[config.mk]
export PLATFORM = sky130hd
export DESIGN_NAME = stbm_ctrl
export DESIGN_NICKNAME = d
export VERILOG_FILES = /design/src/hw/rtl/stbm_pkg.sv /design/src/hw/rtl/stbm_ctrl.sv
export SDC_FILE = /design/constraint.sdc
export NUM_CORES = 1
export LEC_CHECK = 0
export BUFFER_PORTS_ARGS = -buffer_cell sky130_fd_sc_hd__buf_2
export CAP_MARGIN = 20
export CORE_MARGIN = 2
export CORE_UTILIZATION = 33
export CTS_CLUSTER_DIAMETER = 150
export CTS_CLUSTER_SIZE = 16
export DETAILED_ROUTE_END_ITERATION = 8
export GPL_ROUTABILITY_DRIVEN = 1
export PLACE_DENSITY = 0.58
export SYNTH_ARGS = -nofsm -noshare
export SYNTH_HDL_FRONTEND = slang
export SYNTH_SLANG_ARGS = --single-unit
[constraint.sdc]
create_clock -name clk -period 2.18 [get_ports clk]
set_clock_uncertainty 0.2 [all_clocks]
set_input_delay 0.654 -clock clk [delete_from_list [all_inputs] [get_ports clk]]
set_output_delay 0.654 -clock clk [all_outputs]
set_load 0.005 [all_outputs]
[src/hw/rtl/stbm_pkg.sv]
package stbm_pkg;

	localparam int MAX_STAGES = 16;
	localparam int TIME_BITS  = 24;

	// Field widths fixed by the stream format
	localparam int CMD_BITS    = 2;
	localparam int IDX_BITS    = 4;
	localparam int CNT_BITS    = 5;
	localparam int SPREAD_BITS = 16;
	localparam int THR_BITS    = 16;

	localparam int LOG_STAGES = $clog2(MAX_STAGES);
	localparam int SUM_BITS   = TIME_BITS + LOG_STAGES;
	localparam int SQ_BITS    = 2 * TIME_BITS;
	localparam int SQS_BITS   = 2 * TIME_BITS + LOG_STAGES;
	localparam int D_BITS     = 2 * SUM_BITS;

	// 25600^2 = 625 * 2^20: scale the variance term before the root
	localparam int SCALE_MUL       = 625;
	localparam int SCALE_MUL_BITS  = 10;
	localparam int SCALE_SHIFT     = 20;
	localparam int SCALED_BITS     = D_BITS + SCALE_MUL_BITS;
	localparam int NUM_BITS        = D_BITS + SCALE_MUL_BITS + SCALE_SHIFT;
	localparam int ROOT_BITS       = NUM_BITS / 2;
	localparam int SQREM_BITS      = ROOT_BITS + 2;
	localparam int ITER_BITS       = $clog2(ROOT_BITS);

	localparam logic [THR_BITS-1:0] THR_RESET = THR_BITS'(2560);

	localparam logic [CMD_BITS-1:0] CMD_RECORD = 2'd0;
	localparam logic [CMD_BITS-1:0] CMD_READ   = 2'd1;
	localparam logic [CMD_BITS-1:0] CMD_CLEAR  = 2'd2;

	localparam int IN_DATA_BITS  = 32;
	localparam int OUT_DATA_BITS = 88;

	typedef enum logic [3:0] {
		ST_IDLE,
		ST_UPDATE,
		ST_LOAD,
		ST_MUL,
		ST_ACC,
		ST_PROD,
		ST_DIFF,
		ST_SCALE,
		ST_SQRT,
		ST_DIVS_INIT,
		ST_DIVS,
		ST_SPREAD,
		ST_DIVM_INIT,
		ST_DIVM,
		ST_MEAN,
		ST_FINISH
	} state_t;

	typedef struct packed {
		logic capture;
		logic update;
		logic load;
		logic mul;
		logic acc;
		logic prod;
		logic diff;
		logic scale;
		logic sqrt_step;
		logic div_spread_init;
		logic div_mean_init;
		logic div_step;
		logic spread_take;
		logic mean_take;
		logic out_load;
	} ctl_cmd_t;

	typedef struct packed {
		logic held_zero;
		logic last_entry;
		logic s1_zero;
		logic out_busy;
	} ctl_sts_t;

endpackage

[src/hw/rtl/stbm_ctrl.sv]
module stbm_ctrl (
	input  logic              clk,
	input  logic              arst_n,
	input  logic              in_valid,
	output logic              in_ready,
	input  stbm_pkg::ctl_sts_t sts,
	output stbm_pkg::ctl_cmd_t cmd
);
	import stbm_pkg::*;

	state_t               state_q, state_d;
	logic [ITER_BITS-1:0] iter_q, iter_d;
	logic                 iter_last;

	assign iter_last = (iter_q == ITER_BITS'(ROOT_BITS - 1));

	always_ff @(posedge clk or negedge arst_n) begin
		if (!arst_n) begin
			state_q <= ST_IDLE;
			iter_q  <= '0;
		end else begin
			state_q <= state_d;
			iter_q  <= iter_d;
		end
	end

	always_comb begin
		state_d  = state_q;
		iter_d   = iter_q;
		cmd      = '0;
		in_ready = 1'b0;
		case (state_q)
			ST_IDLE: begin
				in_ready = 1'b1;
				if (in_valid) begin
					cmd.capture = 1'b1;
					state_d = ST_UPDATE;
				end
			end
			ST_UPDATE: begin
				cmd.update = 1'b1;
				state_d = ST_LOAD;
			end
			ST_LOAD: begin
				if (sts.held_zero) begin
					state_d = ST_FINISH;
				end else begin
					cmd.load = 1'b1;
					state_d = ST_MUL;
				end
			end
			ST_MUL: begin
				cmd.mul = 1'b1;
				state_d = ST_ACC;
			end
			ST_ACC: begin
				cmd.acc = 1'b1;
				state_d = sts.last_entry ? ST_PROD : ST_LOAD;
			end
			ST_PROD: begin
				cmd.prod = 1'b1;
				state_d = ST_DIFF;
			end
			ST_DIFF: begin
				cmd.diff = 1'b1;
				state_d = ST_SCALE;
			end
			ST_SCALE: begin
				cmd.scale = 1'b1;
				iter_d = '0;
				state_d = ST_SQRT;
			end
			ST_SQRT: begin
				cmd.sqrt_step = 1'b1;
				iter_d = iter_q + 1'b1;
				if (iter_last) begin
					state_d = sts.s1_zero ? ST_DIVM_INIT : ST_DIVS_INIT;
				end
			end
			ST_DIVS_INIT: begin
				cmd.div_spread_init = 1'b1;
				iter_d = '0;
				state_d = ST_DIVS;
			end
			ST_DIVS: begin
				cmd.div_step = 1'b1;
				iter_d = iter_q + 1'b1;
				if (iter_last) begin
					state_d = ST_SPREAD;
				end
			end
			ST_SPREAD: begin
				cmd.spread_take = 1'b1;
				state_d = ST_DIVM_INIT;
			end
			ST_DIVM_INIT: begin
				cmd.div_mean_init = 1'b1;
				iter_d = '0;
				state_d = ST_DIVM;
			end
			ST_DIVM: begin
				cmd.div_step = 1'b1;
				iter_d = iter_q + 1'b1;
				if (iter_last) begin
					state_d = ST_MEAN;
				end
			end
			ST_MEAN: begin
				cmd.mean_take = 1'b1;
				state_d = ST_FINISH;
			end
			ST_FINISH: begin
				if (!sts.out_busy) begin
					cmd.out_load = 1'b1;
					state_d = ST_IDLE;
				end
			end
			default: begin
				state_d = ST_IDLE;
			end
		endcase
	end

	a_update_after_accept: assert property (@(posedge clk) disable iff (!arst_n)
		(state_q == ST_UPDATE) |-> $past(state_q == ST_IDLE && in_valid))
		else $error("update without an accepted transaction");

	a_no_load_when_busy: assert property (@(posedge clk) disable iff (!arst_n)
		cmd.out_load |-> !sts.out_busy)
		else $error("result loaded over a pending result");

	a_empty_skips_walk: assert property (@(posedge clk) disable iff (!arst_n)
		(state_q == ST_LOAD && sts.held_zero) |=> (state_q == ST_FINISH))
		else $error("empty table did not skip the walk");

	a_iter_bound: assert property (@(posedge clk) disable iff (!arst_n)
		(state_q == ST_SQRT || state_q == ST_DIVS || state_q == ST_DIVM)
		|-> (iter_q <= ITER_BITS'(ROOT_BITS - 1)))
		else $error("iteration count out of range");

endmodule

* Word-level counts from Yosys, hierarchy flattened
Cells that the tools add are included.
** Word-level totals
- Register bits :: 10
- Word-level logic and storage cells :: 59
- Output and inout port bits :: 16
** Cells by class
- Reduce and logical (&&, ||, !) cells :: 6
- Equality and inequality tests :: 21
- Add/subtract/negate cells :: 1
- Muxes and demuxes :: 29
** Operators by type and width (count)
- one-hot mux 4 bit (16 select lines) :: 1
- equality test 4 bit (second input constant) :: 8
- two-way mux 4 bit :: 6
- two-way mux 1 bit :: 19
- equality test 4 x 3 -> 1 bit (second input constant) :: 4
- one-hot mux 6 bit (2 select lines) :: 1
- inequality test 2 bit (second input constant) :: 5
- equality test 4 x 2 -> 1 bit (second input constant) :: 2
- adder 6 x 1 -> 6 bit (second input constant) :: 1
- equality test 6 bit (second input constant) :: 1
- two-way mux 3 bit :: 2
- OR reduction 3 bit :: 2
- AND reduction 5 bit :: 1
- equality test 4 x 1 -> 1 bit (second input constant) :: 1
- zero test 4 bit :: 1
- nonzero test 2 bit :: 1
- OR reduction 2 bit :: 1

* Depth between registers and ports, before layout
- Word-level depth :: 3
- Mapped depth :: 6

* Worst setup path before layout
OpenSTA, ideal clock, no wires.
- Path kind :: reg-to-output
- From :: register state_q[2]
- To :: output cmd[14] (netlist bit)
- Path slack :: 0.229 ns
- Required time :: 1.326 ns
- Data arrival time :: 1.097 ns
- Stages on the path, launching flop included :: 5
- Path buffers :: 1
- Cell sequence :: dfrtp_1 > buf_6 > or2_4 > nor3_2 > and2_1
** RTL lines
- start, declared :: line stbm_ctrl.sv:11 : state_t state_q, state_d;
- start signal, assigned :: line stbm_ctrl.sv:22 : state_q <= state_d;
- end, declared :: line stbm_ctrl.sv:7 : output stbm_pkg::ctl_cmd_t cmd

==> summary.md <==
The later pin in the worst-skew pair is clocked with a latency of 260 ps. The site row count was 18; the total of buffers placed on input and output ports was 22. The CTS buffer count is 3. The number of diodes added for antenna fixing is 0, and the share of Yosys cell area claimed by the top area cell type is 0.306.

The top cell type by total area after synthesis was sky130_fd_sc_hd__dfrtp_1. The die is 53.8 um tall. The remaining antenna violation count was 0.

After synthesis, the most frequently instantiated cells are sky130_fd_sc_hd__dfrtp_1 (10), sky130_fd_sc_hd__nand2_1 (10), sky130_fd_sc_hd__nor2_1 (8), sky130_fd_sc_hd__nor3_1 (8). Summed over all layers, the routed wires come to 2.10 mm. The logs give 101 for the cell count after synthesis and 0 for the final number of max-transition violations.

After clock tree synthesis, the clock-pin slew on the worst setup and hold paths is 70 ps. Entering global routing, the biggest net connects 16 pins. Data on the critical path is required at its endpoint by 1330 ps.

The overall track demand over capacity in global routing is 0.156. IR analysis of the VDD net gives a maximum drop of 829 uV. Final hold analysis gives a worst-case slack of 44.8 ps. The core region is 2410 um^2. Synthesis produced a netlist with a net count of 110. The number of different library cells used by synthesis comes to 40. The share of synthesized area occupied by flip-flops and latches was 0.306; the number of nets at the end of the flow was 142. By startpoint and endpoint, the worst setup path is classified as reg -> out. For this run, the detailed router's first-pass iteration total came to 4. After detailed routing, the average wire length per cell comes to 12.9 um.

Flip-flop cell with the highest count after synthesis: sky130_fd_sc_hd__dfrtp_1. The total power per unit cell area was 1520 nW/um^2. The wire-length estimate of the detail-placed layout is 1.50 mm. The final critical path time including I/O delays and setup is 2150 ps.

Setup violations remaining at the end of the flow were counted as 0. The total overflow left after global routing is 0. For the arrival time at the worst endpoint, the log shows 1300 ps. The tools report the overall power after layout as 1.66 mW.

Highest fanout seen on the critical path: 3. Relative to the synthesized area, the layout overhead comes to 33.8%. No sink is reached through more buffers than the 2 on the longest clock path. The die is 53.8 um wide. The register bit total from synthesis works out to 10. The finished layout holds 162 standard cells, fillers aside. TritonCTS built the clock tree. The classification of the worst-slack hold path is in -> async. In the final timing run, aggregate negative setup slack is 0 ps. The remaining max-slew budget at the tightest pin is 0.757. The run gives 465 MHz as the maximum clock frequency. The count of flip-flops with a built-in enable after synthesis is 0, and the final-report hold violation count is 0. The wire length of the first global-routing pass is 3.33 mm. In this run, the number of DRC markers left after iteration 0 of detailed routing was 14. The run finished with clean final reports. The initial core utilization was 0.340. The die covers 2890 um^2. The share of synthesized flip-flops with an asynchronous set or reset is 1.00. The number of global-route vias before repair is 695, and the post-synthesis area per instance is 8.10 um^2. The cell leakage power was 0.555 nW. The worst setup path is launched from a register. The tree is rooted in a sky130_fd_sc_hd__clkbuf_4. The I/O pin count is 23, and the post-route clock period utilization is 0.986. Setup repair after global routing could not meet its margin everywhere.

The ratio of routed vias to standard cells is 5.15. The logs give 0 for the number of antenna violations at the first check in global routing and 0 for the number of max-cap violations. After synthesis the cells add up to 818 um^2.

In this run, placement finished with an instance count of 151. The worst setup path is captured at an output pin. The weighted congestion at the end of routability-driven global placement is 0.801, and the synthesis warning total is 0.

The count of vias placed by the detailed router is 834. The clock sink count was 10; the actual slew at the worst max-slew pin was 361 ps. The H-tree depth reported by CTS was 1; the hold buffer count at CTS was 0. In the post-synthesis netlist, the biggest area contributors are sky130_fd_sc_hd__dfrtp_1 (31%), sky130_fd_sc_hd__mux2i_1 (7.3%), sky130_fd_sc_hd__nor3_1 (4.9%). The fraction of layout cells with a size suffix above 1 is 0.356, and the residual DRC count is 0.
==> per-layer routing <==
metal | up-vias | wire (um) | part of all wire | global-route usage
met5 | - | 0 | 0 | 0
met4 | 0 | 0 | 0 | 0.0128
met3 | 0 | 53 | 0.025 | 0.0333
met2 | 10 | 1070 | 0.51 | 0.270
met1 | 399 | 969 | 0.46 | 0.206
li1 | 425 | - | - | -
==> flip-flops by register name, indices dropped and copies added (netlist names) <==
signal,flops
iter_q,6
state_q,4
==> critical path, stage by stage, from the launching register on <==
cell	delay, ps
sky130_fd_sc_hd__dfrtp_1	400
sky130_fd_sc_hd__or2_4	250
sky130_fd_sc_hd__nor3_4	140
sky130_fd_sc_hd__and2_1	140
sky130_fd_sc_hd__buf_2	100
==> kinds of logic after synthesis <==
group,share of synthesized area
and+or+nand+nor,0.298
muxes,0.0734
buffers and inverters,0.0841
DFF,0.306
xor gates and xnor gates,0.0107
adders and majority gates,0.0306
AOI/OAI and AO/OA,0.197
==> area by class of cell <==
class | instances | area [um^2]
sequential | 10 | 253
clock buffer | 4 | 36.3
inverter | 7 | 28.8
fill | 235 | 1320
timing repair buffer | 34 | 211
tap | 30 | 37.5
multi-input combinational | 77 | 528
==> timing repair <==
item | in CTS | in global routing
endpoints found under the setup margin | 6 | 6
setup buffers | 6 | 1
pin swaps | 4 | 4
endpoints found under the hold margin | 0 | 0
resized for setup | 7 | 5
==> cell usage in the layout (no fill, tap or decap), types with 2 or more instances in the layout <==
cell,n
sky130_fd_sc_hd__buf_2,22
sky130_fd_sc_hd__nand2_1,10
sky130_fd_sc_hd__buf_4,10
sky130_fd_sc_hd__nor3_1,8
sky130_fd_sc_hd__dfrtp_1,8
sky130_fd_sc_hd__nor2_1,7
sky130_fd_sc_hd__inv_1,6
sky130_fd_sc_hd__a21oi_1,6
sky130_fd_sc_hd__mux2i_1,6
sky130_fd_sc_hd__nor2b_1,4
sky130_fd_sc_hd__clkbuf_4,3
sky130_fd_sc_hd__nand2b_4,2
sky130_fd_sc_hd__o32a_1,2
sky130_fd_sc_hd__o211ai_1,2
sky130_fd_sc_hd__nand3_1,2
sky130_fd_sc_hd__nand4_1,2
sky130_fd_sc_hd__o21ai_1,2
sky130_fd_sc_hd__ha_1,2
sky130_fd_sc_hd__dfrtp_2,2
==> stage by stage <==
step | setup WS (ps) | cell area (um^2) | util
floorplan | 229 | 818 | -
global placement | 198 | 961 | 0.399
detailed placement | 190 | 961 | 0.399
CTS | -7.93 | 1060 | 0.441
global route | -38.8 | 1090 | 0.454
finish | 29.9 | 1090 | 0.454
==> report_power, final <==
group / switching (mW) / internal, mW
Sequential: 0.107 / 0.277
Clock: 0.0611 / 0.101
Combinational: 0.582 / 0.532
Total: 0.750 / 0.911
==> final timing paths <==
path	start	to	slack, ps	cells past startpoint
setup / recovery	state_q[2]	cmd[14]	30	4
hold / removal	arst_n	iter_q[0]	40	1
setup reg to reg	iter_q[0]	state_q[2]	340	6
hold reg to reg	iter_q[5]	iter_q[5]	290	1
max in group asynchronous	arst_n	state_q[3]	1520	1
min in group clk	iter_q[5]	iter_q[5]	290	1
Note: power is estimated with default switching activity, not from simulation.
